===== src/rtl/pfcs_pkg.sv =====
// Shared types, codes and constants of the parallel flash command sequencer.
package pfcs_pkg;

    localparam int ADDR_W     = 19;
    localparam int DATA_W     = 8;
    localparam int WAIT_W     = 16;
    localparam int CMD_W      = 3;
    localparam int KIND_W     = 2;
    localparam int SEQ_W      = 2;
    localparam int STEP_W     = 3;
    localparam int CFG_IDX_W  = 2;
    localparam int S_TDATA_W  = 32;
    localparam int M_TDATA_W  = 48;

    localparam int QUEUE_DEPTH_DEFAULT = 2;

    localparam logic [CMD_W-1:0] CMD_READ         = 3'd0;
    localparam logic [CMD_W-1:0] CMD_PROGRAM      = 3'd1;
    localparam logic [CMD_W-1:0] CMD_READ_ID      = 3'd2;
    localparam logic [CMD_W-1:0] CMD_CHIP_ERASE   = 3'd3;
    localparam logic [CMD_W-1:0] CMD_SECTOR_ERASE = 3'd4;

    localparam logic [KIND_W-1:0] OP_WRITE = 2'd0;
    localparam logic [KIND_W-1:0] OP_READ  = 2'd1;
    localparam logic [KIND_W-1:0] OP_WAIT  = 2'd2;

    localparam logic [SEQ_W-1:0] SEQ_READ    = 2'd0;
    localparam logic [SEQ_W-1:0] SEQ_PROGRAM = 2'd1;
    localparam logic [SEQ_W-1:0] SEQ_READ_ID = 2'd2;
    localparam logic [SEQ_W-1:0] SEQ_ERASE   = 2'd3;

    localparam logic [CFG_IDX_W-1:0] CFG_CHIP_ERASE_WAIT   = 2'd0;
    localparam logic [CFG_IDX_W-1:0] CFG_SECTOR_ERASE_WAIT = 2'd1;

    localparam logic [WAIT_W-1:0] CHIP_ERASE_WAIT_RESET   = 16'd1000;
    localparam logic [WAIT_W-1:0] SECTOR_ERASE_WAIT_RESET = 16'd100;

    localparam logic [ADDR_W-1:0] UNLOCK_ADDR_A = 19'h05555;
    localparam logic [ADDR_W-1:0] UNLOCK_ADDR_B = 19'h02AAA;

    localparam logic [DATA_W-1:0] BYTE_UNLOCK_1     = 8'hAA;
    localparam logic [DATA_W-1:0] BYTE_UNLOCK_2     = 8'h55;
    localparam logic [DATA_W-1:0] BYTE_PROGRAM      = 8'hA0;
    localparam logic [DATA_W-1:0] BYTE_ID_ENTRY     = 8'h90;
    localparam logic [DATA_W-1:0] BYTE_ID_EXIT      = 8'hF0;
    localparam logic [DATA_W-1:0] BYTE_ERASE_SETUP  = 8'h80;
    localparam logic [DATA_W-1:0] BYTE_CHIP_ERASE   = 8'h10;
    localparam logic [DATA_W-1:0] BYTE_SECTOR_ERASE = 8'h30;

    typedef struct packed {
        logic [SEQ_W-1:0]  seq;
        logic [ADDR_W-1:0] addr;
        logic [DATA_W-1:0] data;
        logic [WAIT_W-1:0] wait_ms;
    } desc_t;

endpackage


===== src/rtl/parallel_flash_command_sequencer_core.sv =====
// Top level of the parallel NOR flash command sequencer.
// Path: a taken command is written into the queue, then its first beat is registered at the output.
// Throughput: one operation beat per cycle while m_tready is high; a command yields 1, 4 or 7
// beats, set by the back-end step counter; an unknown command is taken and dropped.
// Reset: wait registers to 1000 and 100 ms, queue emptied, output beat invalid.
module parallel_flash_command_sequencer_core #(
    parameter int QUEUE_DEPTH = pfcs_pkg::QUEUE_DEPTH_DEFAULT
) (
    input  logic                           clk,
    input  logic                           rst_n,
    input  logic                           s_tvalid,
    output logic                           s_tready,
    input  logic [pfcs_pkg::CMD_W-1:0]     s_tuser,   // cmd
    input  logic [pfcs_pkg::S_TDATA_W-1:0] s_tdata,   // target_address, write_byte
    output logic                           m_tvalid,
    input  logic                           m_tready,
    output logic [pfcs_pkg::KIND_W-1:0]    m_tuser,   // op_kind
    output logic [pfcs_pkg::M_TDATA_W-1:0] m_tdata,   // bus_address, bus_data, wait_ms
    output logic                           m_tlast,
    input  logic                           cfg_we,
    input  logic [pfcs_pkg::CFG_IDX_W-1:0] cfg_index,
    input  logic [pfcs_pkg::WAIT_W-1:0]    cfg_data
);
    import pfcs_pkg::*;

    logic  q_full;
    logic  q_push;
    desc_t q_desc;
    logic  q_pop;
    desc_t head_desc;
    logic  head_valid;

    pfcs_front u_front (
        .clk       (clk),
        .rst_n     (rst_n),
        .s_tvalid  (s_tvalid),
        .s_tready  (s_tready),
        .s_tuser   (s_tuser),
        .s_tdata   (s_tdata),
        .cfg_we    (cfg_we),
        .cfg_index (cfg_index),
        .cfg_data  (cfg_data),
        .q_full    (q_full),
        .q_push    (q_push),
        .q_desc    (q_desc)
    );

    pfcs_queue #(
        .DEPTH (QUEUE_DEPTH)
    ) u_queue (
        .clk        (clk),
        .rst_n      (rst_n),
        .push       (q_push),
        .push_desc  (q_desc),
        .pop        (q_pop),
        .head_desc  (head_desc),
        .head_valid (head_valid),
        .full       (q_full)
    );

    pfcs_back u_back (
        .clk        (clk),
        .rst_n      (rst_n),
        .head_desc  (head_desc),
        .head_valid (head_valid),
        .pop        (q_pop),
        .m_tvalid   (m_tvalid),
        .m_tready   (m_tready),
        .m_tuser    (m_tuser),
        .m_tdata    (m_tdata),
        .m_tlast    (m_tlast)
    );

endmodule


===== src/rtl/pfcs_front.sv =====
// Command intake: configuration registers and command classification.
module pfcs_front (
    input  logic                          clk,
    input  logic                          rst_n,
    input  logic                          s_tvalid,
    output logic                          s_tready,
    input  logic [pfcs_pkg::CMD_W-1:0]    s_tuser,    // cmd
    input  logic [pfcs_pkg::S_TDATA_W-1:0] s_tdata,   // target_address, write_byte
    input  logic                          cfg_we,
    input  logic [pfcs_pkg::CFG_IDX_W-1:0] cfg_index,
    input  logic [pfcs_pkg::WAIT_W-1:0]   cfg_data,
    input  logic                          q_full,
    output logic                          q_push,
    output pfcs_pkg::desc_t               q_desc
);
    import pfcs_pkg::*;

    logic [WAIT_W-1:0] chip_wait_reg;
    logic [WAIT_W-1:0] sector_wait_reg;
    logic [ADDR_W-1:0] in_addr;
    logic [DATA_W-1:0] in_byte;
    logic              cmd_known;

    assign in_addr = s_tdata[ADDR_W-1:0];
    assign in_byte = s_tdata[ADDR_W+DATA_W-1:ADDR_W];

    always_ff @(posedge clk or negedge rst_n)
    begin
        if (!rst_n)
        begin
            chip_wait_reg   <= CHIP_ERASE_WAIT_RESET;
            sector_wait_reg <= SECTOR_ERASE_WAIT_RESET;
        end
        else if (cfg_we)
        begin
            if (cfg_index == CFG_CHIP_ERASE_WAIT)
            begin
                chip_wait_reg <= cfg_data;
            end
            else if (cfg_index == CFG_SECTOR_ERASE_WAIT)
            begin
                sector_wait_reg <= cfg_data;
            end
        end
    end

    // chip erase is a sector-style erase whose final write hits the unlock address
    always_comb
    begin
        cmd_known      = 1'b1;
        q_desc.seq     = SEQ_READ;
        q_desc.addr    = in_addr;
        q_desc.data    = '0;
        q_desc.wait_ms = '0;
        case (s_tuser)
            CMD_READ:
            begin
                q_desc.seq = SEQ_READ;
            end
            CMD_PROGRAM:
            begin
                q_desc.seq  = SEQ_PROGRAM;
                q_desc.data = in_byte;
            end
            CMD_READ_ID:
            begin
                q_desc.seq = SEQ_READ_ID;
            end
            CMD_CHIP_ERASE:
            begin
                q_desc.seq     = SEQ_ERASE;
                q_desc.addr    = UNLOCK_ADDR_A;
                q_desc.data    = BYTE_CHIP_ERASE;
                q_desc.wait_ms = chip_wait_reg;
            end
            CMD_SECTOR_ERASE:
            begin
                q_desc.seq     = SEQ_ERASE;
                q_desc.data    = BYTE_SECTOR_ERASE;
                q_desc.wait_ms = sector_wait_reg;
            end
            default:
            begin
                cmd_known = 1'b0;
            end
        endcase
    end

    // unknown commands are taken and dropped
    assign s_tready = !q_full;
    assign q_push   = s_tvalid && !q_full && cmd_known;

endmodule


===== src/rtl/pfcs_queue.sv =====
// Short descriptor queue between command intake and the bus sequencer.
module pfcs_queue #(
    parameter int DEPTH = pfcs_pkg::QUEUE_DEPTH_DEFAULT
) (
    input  logic            clk,
    input  logic            rst_n,
    input  logic            push,
    input  pfcs_pkg::desc_t push_desc,
    input  logic            pop,
    output pfcs_pkg::desc_t head_desc,
    output logic            head_valid,
    output logic            full
);
    import pfcs_pkg::*;

    localparam int PW = (DEPTH > 1) ? $clog2(DEPTH) : 1;
    localparam int CW = $clog2(DEPTH + 1);

    desc_t          mem_reg [DEPTH];
    logic [PW-1:0]  wr_ptr_reg;
    logic [PW-1:0]  rd_ptr_reg;
    logic [CW-1:0]  count_reg;

    function automatic logic [PW-1:0] ptr_inc(input logic [PW-1:0] p);
        logic [PW-1:0] r;
        if (p == PW'(DEPTH - 1))
        begin
            r = '0;
        end
        else
        begin
            r = p + 1'b1;
        end
        return r;
    endfunction

    assign head_valid = (count_reg != '0);
    assign full       = (count_reg == CW'(DEPTH));
    assign head_desc  = mem_reg[rd_ptr_reg];

    always_ff @(posedge clk)
    begin
        if (push)
        begin
            mem_reg[wr_ptr_reg] <= push_desc;
        end
    end

    always_ff @(posedge clk or negedge rst_n)
    begin
        if (!rst_n)
        begin
            wr_ptr_reg <= '0;
            rd_ptr_reg <= '0;
            count_reg  <= '0;
        end
        else
        begin
            if (push)
            begin
                wr_ptr_reg <= ptr_inc(wr_ptr_reg);
            end
            if (pop)
            begin
                rd_ptr_reg <= ptr_inc(rd_ptr_reg);
            end
            if (push && !pop)
            begin
                count_reg <= count_reg + 1'b1;
            end
            else if (pop && !push)
            begin
                count_reg <= count_reg - 1'b1;
            end
        end
    end

    a_no_overflow: assert property (@(posedge clk) disable iff (!rst_n)
        push |-> (count_reg < CW'(DEPTH)))
        else $error("descriptor pushed into full queue");

    a_no_underflow: assert property (@(posedge clk) disable iff (!rst_n)
        pop |-> (count_reg != '0))
        else $error("descriptor popped from empty queue");

endmodule


===== src/rtl/pfcs_back.sv =====
// Bus sequencer: steps through the operation run of each queued command.
module pfcs_back (
    input  logic                           clk,
    input  logic                           rst_n,
    input  pfcs_pkg::desc_t                head_desc,
    input  logic                           head_valid,
    output logic                           pop,
    output logic                           m_tvalid,
    input  logic                           m_tready,
    output logic [pfcs_pkg::KIND_W-1:0]    m_tuser,   // op_kind
    output logic [pfcs_pkg::M_TDATA_W-1:0] m_tdata,   // bus_address, bus_data, wait_ms
    output logic                           m_tlast
);
    import pfcs_pkg::*;

    typedef struct packed {
        logic [KIND_W-1:0] kind;
        logic [ADDR_W-1:0] addr;
        logic [DATA_W-1:0] data;
        logic [WAIT_W-1:0] wait_ms;
        logic              last;
    } op_t;

    desc_t             desc_reg;
    logic              busy_reg;
    logic              busy_next;
    logic [STEP_W-1:0] step_reg;
    logic [STEP_W-1:0] step_next;
    logic              out_valid_reg;
    logic              out_valid_next;
    op_t               out_reg;
    desc_t             active;
    logic              have;
    logic              adv;
    op_t               op;

    function automatic op_t wr(input logic [ADDR_W-1:0] a, input logic [DATA_W-1:0] d);
        op_t o;
        o.kind    = OP_WRITE;
        o.addr    = a;
        o.data    = d;
        o.wait_ms = '0;
        o.last    = 1'b0;
        return o;
    endfunction

    function automatic op_t rd(input logic [ADDR_W-1:0] a);
        op_t o;
        o.kind    = OP_READ;
        o.addr    = a;
        o.data    = '0;
        o.wait_ms = '0;
        o.last    = 1'b0;
        return o;
    endfunction

    assign active = busy_reg ? desc_reg : head_desc;
    assign have   = busy_reg || head_valid;
    assign adv    = have && (!out_valid_reg || m_tready);
    assign pop    = adv && !busy_reg;

    always_comb
    begin
        op = wr(UNLOCK_ADDR_A, BYTE_UNLOCK_1);
        case (active.seq)
            SEQ_READ:
            begin
                op      = rd(active.addr);
                op.last = 1'b1;
            end
            SEQ_PROGRAM:
            begin
                case (step_reg)
                    3'd0:    op = wr(UNLOCK_ADDR_A, BYTE_UNLOCK_1);
                    3'd1:    op = wr(UNLOCK_ADDR_B, BYTE_UNLOCK_2);
                    3'd2:    op = wr(UNLOCK_ADDR_A, BYTE_PROGRAM);
                    default:
                    begin
                        op      = wr(active.addr, active.data);
                        op.last = 1'b1;
                    end
                endcase
            end
            SEQ_READ_ID:
            begin
                case (step_reg)
                    3'd0:    op = wr(UNLOCK_ADDR_A, BYTE_UNLOCK_1);
                    3'd1:    op = wr(UNLOCK_ADDR_B, BYTE_UNLOCK_2);
                    3'd2:    op = wr(UNLOCK_ADDR_A, BYTE_ID_ENTRY);
                    3'd3:    op = rd(active.addr);
                    3'd4:    op = wr(UNLOCK_ADDR_A, BYTE_UNLOCK_1);
                    3'd5:    op = wr(UNLOCK_ADDR_B, BYTE_UNLOCK_2);
                    default:
                    begin
                        op      = wr(UNLOCK_ADDR_A, BYTE_ID_EXIT);
                        op.last = 1'b1;
                    end
                endcase
            end
            SEQ_ERASE:
            begin
                case (step_reg)
                    3'd0:    op = wr(UNLOCK_ADDR_A, BYTE_UNLOCK_1);
                    3'd1:    op = wr(UNLOCK_ADDR_B, BYTE_UNLOCK_2);
                    3'd2:    op = wr(UNLOCK_ADDR_A, BYTE_ERASE_SETUP);
                    3'd3:    op = wr(UNLOCK_ADDR_A, BYTE_UNLOCK_1);
                    3'd4:    op = wr(UNLOCK_ADDR_B, BYTE_UNLOCK_2);
                    3'd5:    op = wr(active.addr, active.data);
                    default:
                    begin
                        op.kind    = OP_WAIT;
                        op.addr    = '0;
                        op.data    = '0;
                        op.wait_ms = active.wait_ms;
                        op.last    = 1'b1;
                    end
                endcase
            end
            default:
            begin
                op = wr(UNLOCK_ADDR_A, BYTE_UNLOCK_1);
            end
        endcase
    end

    always_comb
    begin
        busy_next      = busy_reg;
        step_next      = step_reg;
        out_valid_next = out_valid_reg;
        if (adv)
        begin
            out_valid_next = 1'b1;
            if (op.last)
            begin
                busy_next = 1'b0;
                step_next = '0;
            end
            else
            begin
                busy_next = 1'b1;
                step_next = step_reg + 1'b1;
            end
        end
        else if (m_tready)
        begin
            out_valid_next = 1'b0;
        end
    end

    always_ff @(posedge clk or negedge rst_n)
    begin
        if (!rst_n)
        begin
            busy_reg      <= 1'b0;
            step_reg      <= '0;
            out_valid_reg <= 1'b0;
        end
        else
        begin
            busy_reg      <= busy_next;
            step_reg      <= step_next;
            out_valid_reg <= out_valid_next;
        end
    end

    always_ff @(posedge clk)
    begin
        if (pop)
        begin
            desc_reg <= head_desc;
        end
        if (adv)
        begin
            out_reg <= op;
        end
    end

    assign m_tvalid = out_valid_reg;
    assign m_tuser  = out_reg.kind;
    assign m_tlast  = out_reg.last;
    assign m_tdata  = {{(M_TDATA_W - ADDR_W - DATA_W - WAIT_W){1'b0}},
                       out_reg.wait_ms, out_reg.data, out_reg.addr};

    a_busy_mid_run: assert property (@(posedge clk) disable iff (!rst_n)
        busy_reg |-> (step_reg != '0))
        else $error("sequencer busy at step zero");

    a_wait_ends_run: assert property (@(posedge clk) disable iff (!rst_n)
        (out_valid_reg && (out_reg.kind == OP_WAIT)) |-> out_reg.last)
        else $error("wait beat not last of run");

endmodule

===== config.mk =====
export PLATFORM = sky130hd
export DESIGN_NAME = parallel_flash_command_sequencer_core
export DESIGN_NICKNAME = d
export VERILOG_FILES = /design/src/rtl/pfcs_pkg.sv /design/src/rtl/parallel_flash_command_sequencer_core.sv /design/src/rtl/pfcs_front.sv /design/src/rtl/pfcs_queue.sv /design/src/rtl/pfcs_back.sv
export SDC_FILE = /design/constraint.sdc
export NUM_CORES = 1
export LEC_CHECK = 0
export BUFFER_PORTS_ARGS = -buffer_cell sky130_fd_sc_hd__buf_2
export CORE_UTILIZATION = 52
export CTS_CLUSTER_SIZE = 14
export DETAILED_ROUTE_END_ITERATION = 12
export HOLD_SLACK_MARGIN = 0.05
export PLACE_DENSITY = 0.8
export SLEW_MARGIN = 20
export SYNTH_ARGS = -nofsm -noshare
export SYNTH_HDL_FRONTEND = slang
export SYNTH_SLANG_ARGS = --single-unit

===== constraint.sdc =====
create_clock -name clk -period 6.9 [get_ports clk]
set_input_delay 1.035 -clock clk [delete_from_list [all_inputs] [get_ports clk]]
set_output_delay 1.035 -clock clk [all_outputs]
set_load 0.02 [all_outputs]

# Word-level counts from Yosys, hierarchy flattened

Memory sizes are Yosys's and may differ from the RTL's.
Cells that the tools add are included.

Bits in registers: 132
RAM bits: 90
Input port bits: 58
Output and inout bits: 53
Logic and storage cells: 86
Memories: 1

Memories:

| memory          | words | bits a word | read ports | clocked after Yosys merged registers in | wr ports | line             | RTL |
|---|---|---|---|---|---|---|---|
| u_queue.mem_reg | 2     | 45          | 1          | 0                                       | 1        | pfcs_queue.sv:19 | `desc_t mem_reg [DEPTH];` |

Add/sub/neg operators: 5
Equality and inequality tests: 14
Multiplexer cells: 20
Bitwise operators: 1
Reduce and logical (&&, ||, !) cells: 28

Operators with widths:

| kind                | number |
|---|---|
| $pmux 46 s4         | 2 |
| $pmux 45 s4         | 1 |
| $pmux 44 s3         | 1 |
| $mux 45             | 1 |
| $pmux 16 s2         | 1 |
| $pmux 8 s3          | 1 |
| $mux 19             | 1 |
| $eq 3x2->1 const B  | 4 |
| $reduce_or 2->1     | 5 |
| $eq 3x3->1 const B  | 3 |
| $mux 1              | 8 |
| $eq 2x2->1 const B  | 3 |
| $eq 3x1->1 const B  | 2 |
| $logic_and 1x1->1   | 6 |
| $logic_not 3->1     | 2 |
| $pmux 2 s3          | 1 |
| $reduce_bool 2->1   | 3 |
| $logic_not 1->1     | 5 |
| $reduce_or 5->1     | 1 |
| $eq 2x1->1 const B  | 2 |
| $logic_not 2->1     | 2 |
| $mux 2              | 2 |
| $add 3x1->3 const B | 1 |
| $mux 3              | 1 |
| 7 further kinds     | 9 |

# Logic depth before layout (Yosys ltp)

Depth in word-level cells: 8
Mapped depth: 9
Gate-level depth less buffers: 8

# Cells and area by module

Synthesis repeated with hierarchy kept, for this count alone.

Cell total of the unflattened synthesis: 587
Area, all modules: 9608.0 um2

By module, submodules not included:

| module     | instances | cells an instance | area an instance (um2) | seq. area each (um2) |
|---|---|---|---|---|
| pfcs_back  | 1         | 299               | 4307.9                 | 2857.7 |
| pfcs_queue | 1         | 156               | 3636.0                 | 2802.7 |
| pfcs_front | 1         | 132               | 1664.1                 | 812.0 |

# Worst setup path after synthesis

OpenSTA, ideal clock, no wires.

Kind: input-to-reg
From: input m_tready
To: register u_queue.count_reg[1]
Library setup time: 79 ps
Data arrival time: 4268 ps
Data required time: 6821 ps
Path slack: 2553 ps
Stages: 9
Path buffers: 1
Cell sequence: nor2b_1 -> or2_2 -> clkbuf_1 -> nor2_1 -> inv_1 -> ha_1 -> xor2_1 -> nor2_1 -> xor2_1

Longest elaborated chain between the ends: 6
Elaborated cells between the ends (all ways): 8
Classes of those cells: 1 x mux; 7 x reduce/logical

Ends and longest elaborated chain:

| item                                               | line                                        | RTL |
|---|---|---|
| start: declaration                                 | parallel_flash_command_sequencer_core.sv:16 | `input logic m_tready,` |
| $logic_or 1x1->1 *                                 | pfcs_back.sv:59                             | `assign adv = have && (!out_valid_reg \|\| m_tready);` |
| $logic_and 1x1->1 *                                | pfcs_back.sv:59                             |  |
| $logic_and 1x1->1 *                                | pfcs_back.sv:60                             | `assign pop = adv && !busy_reg;` |
| net q_pop                                          | parallel_flash_command_sequencer_core.sv:29 | `logic q_pop;` |
| $logic_not 1->1                                    | pfcs_queue.sv:67                            | `if (push && !pop)` |
| $logic_and 1x1->1                                  | pfcs_queue.sv:67                            |  |
| $mux 2 / $reduce_bool 2->1 (equally long branches) | --                                          |  |
| end signal: assignment                             | pfcs_queue.sv:69                            | `count_reg <= count_reg + 1'b1;` |
| end signal: assignment                             | pfcs_queue.sv:73                            | `count_reg <= count_reg - 1'b1;` |
| end: declaration                                   | pfcs_queue.sv:22                            | `logic [CW-1:0] count_reg;` |

The timed path passes the listed nets; every way through them passes the cells marked *.
A chain may end at the register's enable or synchronous reset.

==> results.json <==
{
  "max_freq_mhz": 311.8,
  "die_h_um": 137.7,
  "grt_setup_unrepaired": "no",
  "synthArstFlopShare_pct": 18.47,
  "ys_types": 53,
  "ctsHtreeMaxLevel": 1,
  "dp_hpwl_um": 11770,
  "rr_worst_depth": 6,
  "drive_above_1_share_pct": 32.38,
  "synth_seq_cells": 222,
  "cp_max_fo": 53,
  "synth-edff-count": 181,
  "cts_hold_buf": 0,
  "crit_buf_inv": 1,
  "crit_chain": "buf_4, nand2b_1, o21a_1, nor3_4, a21o_1, o31ai_1",
  "antenna_found_initial": 0,
  "vias_per_cell": 5.594,
  "gr-usage-all-layers_pct": 19.31,
  "antennaDiodeCount": 0,
  "cts_sinks": 222,
  "routed_wirelength_um": 17810,
  "path_class": "reg2reg",
  "hold_path_class": "reg2reg",
  "r2r_setup_slack_ps": 3690,
  "vias": 5566,
  "post_cts_buffers": 0,
  "fillers": 1346,
  "cts_buffers": 22,
  "grt_pass1_vias": 5380,
  "wl_per_cell_um": 17.90,
  "min_delay_path_depth": 1,
  "grt_pass1_wl_um": 27840,
  "fin_crit_ps": 3207,
  "run_status": "finished, final reports clean",
  "area_growth_pct": 14.83,
  "cp_top_family": "compound AO/OA/AOI/OAI gates",
  "yosysSeqAreaShare_pct": 67.61,
  "cp_num_cells": 6,
  "coreArea_um2": 18020,
  "ir_worst_vdd_mv": 0.2295,
  "drv_slew": 0,
  "cts_tree": "yes",
  "synth_warnings": 0,
  "overflow": 0,
  "cp_slowest_cell": "dfrtp_2",
  "netlist_area_um2": 9573,
  "io_buffer_count": 100,
  "drc": 0,
  "drt_iter0_drc": 375,
  "critPathRequiredTime_ps": 7140,
  "finalNetCount": 816,
  "grt_start_max_net_pins": 54,
  "cts_buffer_depth": 3,
  "critPathLaunchType": "flip-flop",
  "die_area_um2": 18960,
  "drt-pass1-iter-count": 5,
  "clock-skew-final_ps": 14.00,
  "final_antenna_net_count": 0,
  "clk_latency_ps": 510,
  "root_buffer": "clkbuf_16",
  "dp_cells": 955,
  "post_dp_cell_area_um2": 10200,
  "rows": 49,
  "p_per_area_nw_per_um2": 474.9,
  "largest_register_ffs": 90,
  "period_share_pct": 46.48,
  "crit_path_end_kind": "flip-flop",
  "clk_pin_slew_worst_paths_ps": 60,
  "syn_inst": 659,
  "maxCapViolCount": 0,
  "cts.repair.resized": 0,
  "layout.cells.non_filler": 995,
  "setup_viol": 0,
  "slew_headroom_pct": 30.82,
  "fin_area_um2": 10990,
  "fin_setup_tns_ps": 0,
  "io_pins": 111,
  "start_util_pct": 53.11,
  "synth_ff_type": "edfxtp_1",
  "die_w_um": 137.7,
  "gp_congestion": 0.8336,
  "cp.arrival_ps": 3440,
  "p_leak_nw": 4.111,
  "hold_viol": 0,
  "slowest_delay_ps": 740,
  "syn_area_per_cell_um2": 14.53,
  "tightest_slew_ps": 1036
}
## through the flow
step	util (%)	worst slack [ps]	power, W	hold WS [ps]
6_report	60.99	3693	0.005221	505.5
5_1_grt	60.99	3427	0.005504	529.3
4_1_cts	60.98	3689	0.005251	510.3
3_5_place_dp	56.59	3692	0.003947	496.4
3_3_place_gp	56.54	3783	0.003877	486.3
2_1_floorplan	-	2553	0.003518	460.3
## path summary, 6_finish.rpt
check | endpoint | from
worst min register to register | u_front.sector_wait_reg[12] | u_front.sector_wait_reg[12]
min in group asynchronous | u_front.chip_wait_reg[11] | rst_n
max in group asynchronous | u_queue.rd_ptr_reg | rst_n
worst min-delay path | u_front.sector_wait_reg[12] | u_front.sector_wait_reg[12]
worst max register to register | u_back.m_tdata[2] | u_back.busy_reg
worst max-delay path | u_back.m_tdata[2] | u_back.busy_reg
## power by group
group | total (W) | switching, W | internal, W
Clock | 0.00129 | 0.000479 | 0.000813
Combinational | 0.00176 | 0.00112 | 0.000644
Sequential | 0.00217 | 0.000173 | 0.00199
Total | 0.00522 | 0.00177 | 0.00345
## logic make-up (layout without fill, tap and decap cells)
logic type      after synthesis  in the layout  synth area share (%)
simple gates                187            187                 9.894
flops                       222            222                 67.61
fa+ha+maj                     8              8                 1.046
mux                          88             88                 10.31
compound gates               96             96                 7.777
buf+inv                      52            155                 2.862
other cells                   1              5               0.03917
xor+xnor                      5              5                0.4575
## layout by cell type, fill, tap and decap left out, types with 4 or more instances in the layout
cell	n
buf_4	4
mux2i_1	9
o21a_1	5
o21ai_0	18
ha_1	8
nor2b_1	32
bufinv_16	6
dfstp_2	9
dfrtp_1	30
o211ai_1	6
nand2_1	25
nor2_1	55
o31ai_1	6
a22o_1	16
o31ai_2	6
o22ai_1	5
conb_1	5
and2_1	18
inv_1	10
a21oi_1	14
edfxtp_1	181
buf_2	100
mux2_2	77
clkbuf_16	22
nand2b_1	17
clkbuf_1	5
nor3_1	23
## worst register-to-register path, cell delays in order (launching register included)
cell and delay (ps):
dfrtp_2 740, buf_4 600, nand2b_1 240, o21a_1 410, nor3_4 320, a21o_1 480
o31ai_1 160
## cells in the mapped netlist (9+ instances only)
library cell	number	area, um2
dfstp_2	9	236.5
nor2_1	58	217.7
nor2b_1	32	200.2
mux2_2	77	867.1
mux2i_1	9	90.09
dfrtp_1	32	800.8
nor3_1	23	115.1
and2_1	19	118.9
a21oi_1	14	70.07
buf_2	12	60.06
clkbuf_1	17	63.81
a22o_1	16	140.1
inv_1	11	41.29
nand2_1	25	93.84
o21ai_0	18	90.09
edfxtp_1	181	5435
nand2b_1	17	106.4
## cell type report
class | count | area (um2) | share of cell area (%)
flip-flops and latches | 222 | 6475 | 58.90
multi-input cells | 389 | 2868 | 26.09
clock buffers | 27 | 569.3 | 5.179
repair buffers | 104 | 530.5 | 4.826
well taps | 229 | 286.5 | 2.606
clock inverters | 13 | 222.7 | 2.026
inverters | 11 | 41.29 | 0.3756
## per-layer routing
metal	global-route usage, %	up-vias	wire (um)
li1	-	2616	-
met1	25.53	2755	7557
met2	33.31	162	9004
met3	2.649	33	890
met4	5.372	0	357
met5	0	-	0
No activity file was read; power rests on OpenSTA's default activity.
